[src/sv/ftws_pkg.sv]
// Shared constants, types and state encoding for the frame time window statistics block.
package ftws_pkg;

	localparam int WINDOW      = 64;
	localparam int ADDR_W      = (WINDOW > 1) ? $clog2(WINDOW) : 1;
	localparam int CNT_W       = $clog2(WINDOW + 1);
	localparam int DUR_W       = 32;
	localparam int SUM_W       = DUR_W + CNT_W;
	localparam int TS_W        = 64;
	localparam int FRAME_W     = 64;
	localparam int WCOUNT_W    = 7;
	localparam int IN_TDATA_W  = 2 * TS_W;
	localparam int RESULT_W    = 4 * DUR_W + WCOUNT_W + FRAME_W;
	localparam int OUT_TDATA_W = ((RESULT_W + 7) / 8) * 8;

	localparam logic KIND_FRAME = 1'b0;
	localparam logic KIND_CLEAR = 1'b1;

	typedef enum logic [2:0] {
		ST_IDLE,
		ST_DUR,
		ST_WRITE,
		ST_SCAN,
		ST_DIV,
		ST_OUT
	} state_t;

	typedef struct packed {
		logic [FRAME_W-1:0]  frame_number;
		logic [WCOUNT_W-1:0] window_count;
		logic [DUR_W-1:0]    max_ns;
		logic [DUR_W-1:0]    min_ns;
		logic [DUR_W-1:0]    mean_ns;
		logic [DUR_W-1:0]    frame_duration_ns;
	} result_t;

endpackage

[src/sv/ftws_ram.sv]
// Generic single-write, single-read RAM with registered read data.
module ftws_ram #(
	parameter int WIDTH = 32,
	parameter int DEPTH = 64
) (
	input  logic                                      clk,
	input  logic                                      wr_en,
	input  logic [((DEPTH > 1) ? $clog2(DEPTH) : 1)-1:0] wr_addr,
	input  logic [WIDTH-1:0]                          wr_data,
	input  logic                                      rd_en,
	input  logic [((DEPTH > 1) ? $clog2(DEPTH) : 1)-1:0] rd_addr,
	output logic [WIDTH-1:0]                          rd_data
);

	logic [WIDTH-1:0] mem_q [DEPTH];

	always_ff @(posedge clk) begin
		if (wr_en) begin
			mem_q[wr_addr] <= wr_data;
		end
		if (rd_en) begin
			rd_data <= mem_q[rd_addr];
		end
	end

endmodule

[src/sv/ftws_div.sv]
// Restoring serial divider: one quotient bit per cycle for the window mean.
module ftws_div (
	input  logic                          clk,
	input  logic                          arst_n,
	input  logic                          start,
	input  logic [ftws_pkg::SUM_W-1:0]    dividend,
	input  logic [ftws_pkg::CNT_W-1:0]    divisor,
	output logic                          done,
	output logic [ftws_pkg::SUM_W-1:0]    quotient
);

	localparam int STEP_W = $clog2(ftws_pkg::SUM_W);

	logic                          busy_q;
	logic                          done_q;
	logic [STEP_W-1:0]             step_q;
	logic [ftws_pkg::SUM_W-1:0]    quo_q;
	logic [ftws_pkg::CNT_W-1:0]    rem_q;
	logic [ftws_pkg::CNT_W-1:0]    div_q;
	logic [ftws_pkg::CNT_W:0]      rem_shift;
	logic [ftws_pkg::CNT_W+1:0]    diff;
	logic                          ge;

	assign rem_shift = {rem_q, quo_q[ftws_pkg::SUM_W-1]};
	assign diff      = {1'b0, rem_shift} - {2'b00, div_q};
	assign ge        = ~diff[ftws_pkg::CNT_W+1];

	always_ff @(posedge clk or negedge arst_n) begin
		if (!arst_n) begin
			busy_q <= 1'b0;
			done_q <= 1'b0;
			step_q <= '0;
		end else begin
			done_q <= 1'b0;
			if (start) begin
				busy_q <= 1'b1;
				step_q <= '0;
			end else if (busy_q) begin
				step_q <= step_q + STEP_W'(1);
				if (step_q == STEP_W'(ftws_pkg::SUM_W - 1)) begin
					busy_q <= 1'b0;
					done_q <= 1'b1;
				end
			end
		end
	end

	always_ff @(posedge clk) begin
		if (start) begin
			quo_q <= dividend;
			rem_q <= '0;
			div_q <= divisor;
		end else if (busy_q) begin
			quo_q <= {quo_q[ftws_pkg::SUM_W-2:0], ge};
			rem_q <= ge ? diff[ftws_pkg::CNT_W-1:0] : rem_shift[ftws_pkg::CNT_W-1:0];
		end
	end

	assign done     = done_q;
	assign quotient = quo_q;

endmodule

[src/sv/frame_time_window_stats.sv]
// Sliding window min / max / mean of frame durations over a ring of WINDOW samples.
// A frame rescans the ring RAM one entry per cycle, then runs the one-bit-per-cycle divider.
// s_tready stays low while a frame is at work, so a new frame is taken only once the last
// result is loaded into the output stage. A clear transaction is handled in the idle state
// and leaves s_tready high. Reset empties the window, counters and output stage and sets
// enable; ring contents are not cleared, only entries below the fill count are read.
module frame_time_window_stats (
	input  logic                                 clk,
	input  logic                                 arst_n,
	input  logic                                 cfg_valid,
	output logic                                 cfg_ready,
	input  logic                                 cfg_data,      // enable
	input  logic                                 s_tvalid,
	output logic                                 s_tready,
	input  logic [ftws_pkg::IN_TDATA_W-1:0]      s_tdata,       // frame_start_ns, frame_end_ns
	input  logic                                 s_tuser,       // kind
	output logic                                 m_tvalid,
	input  logic                                 m_tready,
	output logic [ftws_pkg::OUT_TDATA_W-1:0]     m_tdata        // frame_duration_ns, mean_ns,
	                                                            // min_ns, max_ns, window_count,
	                                                            // frame_number, zero pad
);

	ftws_pkg::state_t              state_q, state_d;
	logic                          enable_q;
	logic [ftws_pkg::TS_W-1:0]     start_q;
	logic [ftws_pkg::TS_W-1:0]     end_q;
	logic [ftws_pkg::DUR_W-1:0]    dur_q;
	logic [ftws_pkg::ADDR_W-1:0]   wr_pos_q;
	logic [ftws_pkg::CNT_W-1:0]    filled_q;
	logic [ftws_pkg::FRAME_W-1:0]  frame_q;
	logic [ftws_pkg::CNT_W-1:0]    issue_q;
	logic                          rd_v_s1;
	logic [ftws_pkg::SUM_W-1:0]    sum_q;
	logic [ftws_pkg::DUR_W-1:0]    min_q;
	logic [ftws_pkg::DUR_W-1:0]    max_q;
	logic [ftws_pkg::DUR_W-1:0]    mean_q;
	ftws_pkg::result_t             out_q;
	logic                          m_tvalid_q;

	logic                          accept;
	logic                          issue;
	logic                          scan_end;
	logic                          load_out;
	logic [ftws_pkg::TS_W:0]       diff;
	logic [ftws_pkg::DUR_W-1:0]    dur_calc;
	logic [ftws_pkg::DUR_W-1:0]    rd_data;
	logic                          div_done;
	logic [ftws_pkg::SUM_W-1:0]    quotient;

	assign cfg_ready = 1'b1;
	assign s_tready  = (state_q == ftws_pkg::ST_IDLE);
	assign accept    = s_tvalid & s_tready;
	assign issue     = (state_q == ftws_pkg::ST_SCAN) && (issue_q != filled_q);
	assign scan_end  = (state_q == ftws_pkg::ST_SCAN) && (issue_q == filled_q) && !rd_v_s1;
	assign load_out  = (state_q == ftws_pkg::ST_OUT) && (!m_tvalid_q || m_tready);

	assign diff     = {1'b0, end_q} - {1'b0, start_q};
	assign dur_calc = diff[ftws_pkg::TS_W] ? '0 :
	                  (|diff[ftws_pkg::TS_W-1:ftws_pkg::DUR_W]) ? '1 :
	                  diff[ftws_pkg::DUR_W-1:0];

	ftws_ram #(
		.WIDTH(ftws_pkg::DUR_W),
		.DEPTH(ftws_pkg::WINDOW)
	) u_ring (
		.clk     (clk),
		.wr_en   (state_q == ftws_pkg::ST_WRITE),
		.wr_addr (wr_pos_q),
		.wr_data (dur_q),
		.rd_en   (issue),
		.rd_addr (issue_q[ftws_pkg::ADDR_W-1:0]),
		.rd_data (rd_data)
	);

	ftws_div u_div (
		.clk      (clk),
		.arst_n   (arst_n),
		.start    (scan_end),
		.dividend (sum_q),
		.divisor  (filled_q),
		.done     (div_done),
		.quotient (quotient)
	);

	always_comb begin
		state_d = state_q;
		case (state_q)
			ftws_pkg::ST_IDLE: begin
				if (accept && s_tuser == ftws_pkg::KIND_FRAME && enable_q) begin
					state_d = ftws_pkg::ST_DUR;
				end
			end
			ftws_pkg::ST_DUR:   state_d = ftws_pkg::ST_WRITE;
			ftws_pkg::ST_WRITE: state_d = ftws_pkg::ST_SCAN;
			ftws_pkg::ST_SCAN: begin
				if (scan_end) begin
					state_d = ftws_pkg::ST_DIV;
				end
			end
			ftws_pkg::ST_DIV: begin
				if (div_done) begin
					state_d = ftws_pkg::ST_OUT;
				end
			end
			ftws_pkg::ST_OUT: begin
				if (load_out) begin
					state_d = ftws_pkg::ST_IDLE;
				end
			end
			default: state_d = ftws_pkg::ST_IDLE;
		endcase
	end

	always_ff @(posedge clk or negedge arst_n) begin
		if (!arst_n) begin
			state_q    <= ftws_pkg::ST_IDLE;
			enable_q   <= 1'b1;
			wr_pos_q   <= '0;
			filled_q   <= '0;
			frame_q    <= '0;
			issue_q    <= '0;
			rd_v_s1    <= 1'b0;
			m_tvalid_q <= 1'b0;
		end else begin
			state_q <= state_d;
			rd_v_s1 <= issue;
			if (cfg_valid && cfg_ready) begin
				enable_q <= cfg_data;
			end
			if (accept && s_tuser == ftws_pkg::KIND_CLEAR) begin
				wr_pos_q <= '0;
				filled_q <= '0;
				frame_q  <= '0;
			end
			if (state_q == ftws_pkg::ST_WRITE) begin
				wr_pos_q <= (wr_pos_q == ftws_pkg::ADDR_W'(ftws_pkg::WINDOW - 1)) ?
				            '0 : wr_pos_q + ftws_pkg::ADDR_W'(1);
				if (filled_q != ftws_pkg::CNT_W'(ftws_pkg::WINDOW)) begin
					filled_q <= filled_q + ftws_pkg::CNT_W'(1);
				end
				frame_q <= frame_q + ftws_pkg::FRAME_W'(1);
				issue_q <= '0;
			end else if (issue) begin
				issue_q <= issue_q + ftws_pkg::CNT_W'(1);
			end
			if (load_out) begin
				m_tvalid_q <= 1'b1;
			end else if (m_tready) begin
				m_tvalid_q <= 1'b0;
			end
		end
	end

	always_ff @(posedge clk) begin
		if (accept) begin
			start_q <= s_tdata[ftws_pkg::TS_W-1:0];
			end_q   <= s_tdata[ftws_pkg::IN_TDATA_W-1:ftws_pkg::TS_W];
		end
		if (state_q == ftws_pkg::ST_DUR) begin
			dur_q <= dur_calc;
		end
		if (state_q == ftws_pkg::ST_WRITE) begin
			sum_q <= '0;
			min_q <= '1;
			max_q <= '0;
		end else if (rd_v_s1) begin
			sum_q <= sum_q + ftws_pkg::SUM_W'(rd_data);
			if (rd_data < min_q) begin
				min_q <= rd_data;
			end
			if (rd_data > max_q) begin
				max_q <= rd_data;
			end
		end
		if (div_done) begin
			mean_q <= quotient[ftws_pkg::DUR_W-1:0];
		end
		if (load_out) begin
			out_q.frame_duration_ns <= dur_q;
			out_q.mean_ns           <= mean_q;
			out_q.min_ns            <= min_q;
			out_q.max_ns            <= max_q;
			out_q.window_count      <= ftws_pkg::WCOUNT_W'(filled_q);
			out_q.frame_number      <= frame_q;
		end
	end

	assign m_tvalid = m_tvalid_q;
	assign m_tdata  = ftws_pkg::OUT_TDATA_W'(out_q);

endmodule

[config.mk]
export PLATFORM = sky130hd
export DESIGN_NAME = frame_time_window_stats
export DESIGN_NICKNAME = d
export VERILOG_FILES = /design/src/sv/ftws_pkg.sv /design/src/sv/ftws_ram.sv /design/src/sv/ftws_div.sv /design/src/sv/frame_time_window_stats.sv
export SDC_FILE = /design/constraint.sdc
export NUM_CORES = 2
export LEC_CHECK = 0
export ABC_AREA = 1
export CAP_MARGIN = 30
export CELL_PAD_IN_SITES_DETAIL_PLACEMENT = 1
export CELL_PAD_IN_SITES_GLOBAL_PLACEMENT = 2
export CORE_MARGIN = 5
export CORE_UTILIZATION = 39
export CTS_CLUSTER_SIZE = 16
export DETAILED_ROUTE_END_ITERATION = 10
export DONT_BUFFER_PORTS = 1
export PLACE_DENSITY_LB_ADDON = 0.1
export SLEW_MARGIN = 25
export SYNTH_ARGS = -nofsm -noshare
export SYNTH_HDL_FRONTEND = slang
export SYNTH_HIERARCHICAL = 1
export SYNTH_SLANG_ARGS = --single-unit
export TNS_END_PERCENT = 1
[constraint.sdc]
create_clock -name clk -period 9 [get_ports clk]
set_input_delay 0 -clock clk [delete_from_list [all_inputs] [get_ports clk]]
set_output_delay 0 -clock clk [all_outputs]
set_load 0.02 [all_outputs]
==> impl_results.md <==
* Outcome: completed
* R2R cell count at 10
* Distinct cells, synth at 63
* Root Buffer: clkbuf_16
* Setup CP Type: flip-flop to flip-flop
* Post-synth EDFFs at 2517
* Max-cap violations at 0
* Gr busiest metal: met2
* DP Worst Slack at approximately 4.8 ns
* Worst skew pair latency at 0.92 ns
* Sw Share at around 37%
* Multi-input gate area at ~32000 um^2
* Psw at about 16000 uW
* HPWL after DPL at around 240 mm
* Slew Limit Headroom at 28.0%
* Leakage at between 0.05 and 0.06 uW
* Worst path max stage delay at around 0.71 ns
* Top post-synthesis cells by area: edfxtp_1, nand2_1, nand3_1, inv_1, dfrtp_1
* Overall routed net length at 405 mm
* Clock Pin Slew Worst Setup and Hold Paths at approximately 0.070 ns
* Post-Syn Area at 117000 um^2
* Setup crit end: u_ring/rd_data[9]
* Total core area at a little under 300000 um^2
* Tightest Hold Check Type: input pin to flip-flop
* Fill cell count at ~32000
* Comb pwr share at 30.5%
* Worst r2r src: issue_q[1]
* Setup violators final at 0
* Sequential share of the synthesized area at between 60 and 70%
* Post-Syn Area per Cell at 11.0 um^2
* Worst setup EP type: flip-flop
* Crit start category: flip-flop
* Die Ht at 557 um
* Flops & latches, synth at about 2700
* Top cell type's share of synthesized area at roughly two thirds
* RR Endpoint: u_ring/rd_data[9]
* Htree depth at 5
* Crit path max-delay cell type: buf_4
* IO Count at approximately 340
* Slew at the pin closest to its max-slew limit at around 1.1 ns
* CP startpoint: issue_q[1]
* Commonest non-fill, non-tap cell in the layout: nand2_1
* Slew Viols, Final at 0
* Die Area at 310000 um^2
* Tot Pwr at about 42000 uW
* Met3 GRT Util at 3.62%
* Final setup TNS at 0 ns
* GRT met2 Usage at approximately two fifths
* Crit-path cells: buf_12 > buf_4 > buf_4 > nand3_1 > nand3_1 > nand3_1 > nand3_1 > nand2_1 > nand2_1 > nand2_1
* Total grt overflow at 0
* Pre-Repair DR Iteration Count at 7
* Period utilization at a little under half
* Clock buffer depth at 4
* Pwr/cell area at about 310 nW/um^2
* Num rows at 200
* Worst R2R Setup Slack at 4.70 ns
* Final #Nets at ~11000
* Design Area, Final at 135000 um^2
* Fmax at roughly 0.23 GHz
* TritonCTS clock tree: done
* Seq. cell area at about 80000 um^2
* Final hold vios at 0
* ANT nets after route at 0
* Synthesized Nets at approximately 11000
* Worst VDD drop at around 210 uV
* DIE WIDTH at about 560 um
* Async SR Flop Fraction at between 3 and 4%
* Leading area contributor after synthesis: edfxtp_1
* Top FF cell, synth: edfxtp_1
* CTS Buf Count at roughly 310
* Initial antenna violation count at 15
* Most frequent cells in the layout: nand2_1, edfxtp_1, nand3_1, inv_1, clkbuf_16
* RSZ-0062 raised after global routing: no
* Clock power share at ~30%
* Port bufs at 0
* Avg WL per Cell at 26.8 um
* Pint at 26500 uW
* Arrival time worst endpoint at ~5 ns
* DR iter-0 viols at 7496
* Maximum number of pins on one net before global-route repair at 168
* Req. time, crit path at between 9 and 10 ns
* Post-CTS setup repair buffer count at 0
* Starting density of the core at roughly two fifths
* DRC at 0
* Vias in the first global route at 82700
* Layout Area Growth over Synthesis at 15.9%
* Setup ws final at ~4.7 ns
* First-pass GRT wire length at between 500 and 600 mm
* Mapped Cells at approximately 11000
* Placement Cell Area at ~120000 um^2
* Worst path most repeated cell: nand3_1
* Sequential share of power at roughly 40%
* Hold Startpoint: s_tvalid
* Synthesis Warnings at 6
* CTS sink cnt at approximately 2700
* Share of layout cells above drive strength 1 at roughly 7.6%
* CP max FO at 122
* Vias/cell at approximately 5.5
* Clock Skew at 0.0593 ns
* Final RePlAce weighted congestion at ~0.85
* Layout Utilization at about 45%
* Via count at slightly above 80000
* Fin crit period at 4.30 ns
* Total track usage at 25.4%
* GRT met1 Usage at between 30% and 40%
## logic make-up (layout without fill, tap and decap cells)
kind of cell / count (synthesis) / in the layout / synth area share (%)
flops: 2725 / 2725 / 68.8
buf+inv: 1189 / 1712 / 4.37
compound gates: 429 / 429 / 2.08
fa+ha+maj: 176 / 176 / 1.91
simple gates: 5972 / 5972 / 22.0
xor+xnor: 77 / 77 / 0.578
other cells: 2 / 18 / 0.00644
mux: 25 / 25 / 0.215
## metal layers
metal | vias to the layer above | share of wire (%)
li1 | 37200 | -
met1 | 42600 | 45
met2 | 2467 | 46
met3 | 448 | 6.2
met4 | 2 | 2.4
met5 | - | 0.0025
## state kept, by name, summed over array words and instances (netlist names), 6 cells and up
register        flops
dur_q              32
end_q              64
filled_q            7
frame_q            64
issue_q             7
m_tdata           199
max_q              32
mean_q             32
min_q              32
start_q            64
sum_q              39
u_div/div_q         7
u_div/quotient     39
u_div/rem_q         7
u_div/step_q        6
u_ring/mem_q     2048
u_ring/rd_data     32
wr_pos_q            6
## worst min path at each step
stage	cells past startpoint	endpoint	slack, ns
floorplan	0	filled_q[0]	-0.30
global placement	0	u_div/step_q[3]	-0.29
detailed placement	0	u_div/step_q[4]	-0.29
CTS	3	start_q[51]	0.13
global route	3	start_q[52]	0.18
finish	3	start_q[52]	0.23
## cells in the mapped netlist (all sizes together), types with 9 or more instances
master	count
xnor2	46
a31oi	11
o21ai	129
inv	668
nand4	82
nor2	374
clkbuf	134
a21oi	234
dfrtp	97
o21bai	10
edfxtp	2517
mux2i	25
o22ai	9
nor3	65
nand3	2077
xor2	31
dfxtp	110
nor4	24
ha	173
nand2	3335
buf	385
## worst max-delay path: cells and delay by family (launching register included)
kind                   cells  cell delay [ns]
buffers and inverters      3             1.94
flip-flops                 1             0.69
AND/OR/NAND/NOR            7             1.04
## area by class of cell
cell class              count  area share, %
diodes                     16         0.0296
flip-flops and latches   2725           59.4
inverters                 670           1.89
well taps                3939           3.65
clock buffers             397           6.13
clock inverters           153           1.12
repair buffers            492           4.25
multi-input cells        6681           23.5
## metrics by stage
step	instances	hold slack, ns
2_1_floorplan	10600	-0.296
3_3_place_gp	14200	-0.290
3_5_place_dp	14200	-0.290
4_1_cts	15000	0.135
5_1_grt	15100	0.182
6_report	15100	0.231
## power by group through the flow
stage,Sequential [uW],Clock [uW],Combinational [uW]
3_5_place_dp,17200,0,12600
2_1_floorplan,17000,0,7510
3_3_place_gp,17100,0,12300
4_1_cts,16900,12700,12800
5_1_grt,16900,13300,14100
6_report,16900,12400,12900
## timing repair
| item | in CTS | in global routing |
|---|---|---|
| gates resized for setup | 0 | 0 |
| hold buffers | 268 | 0 |
| endpoints found under the hold margin | 426 | 0 |
Note: power is estimated with default switching activity, not from simulation.
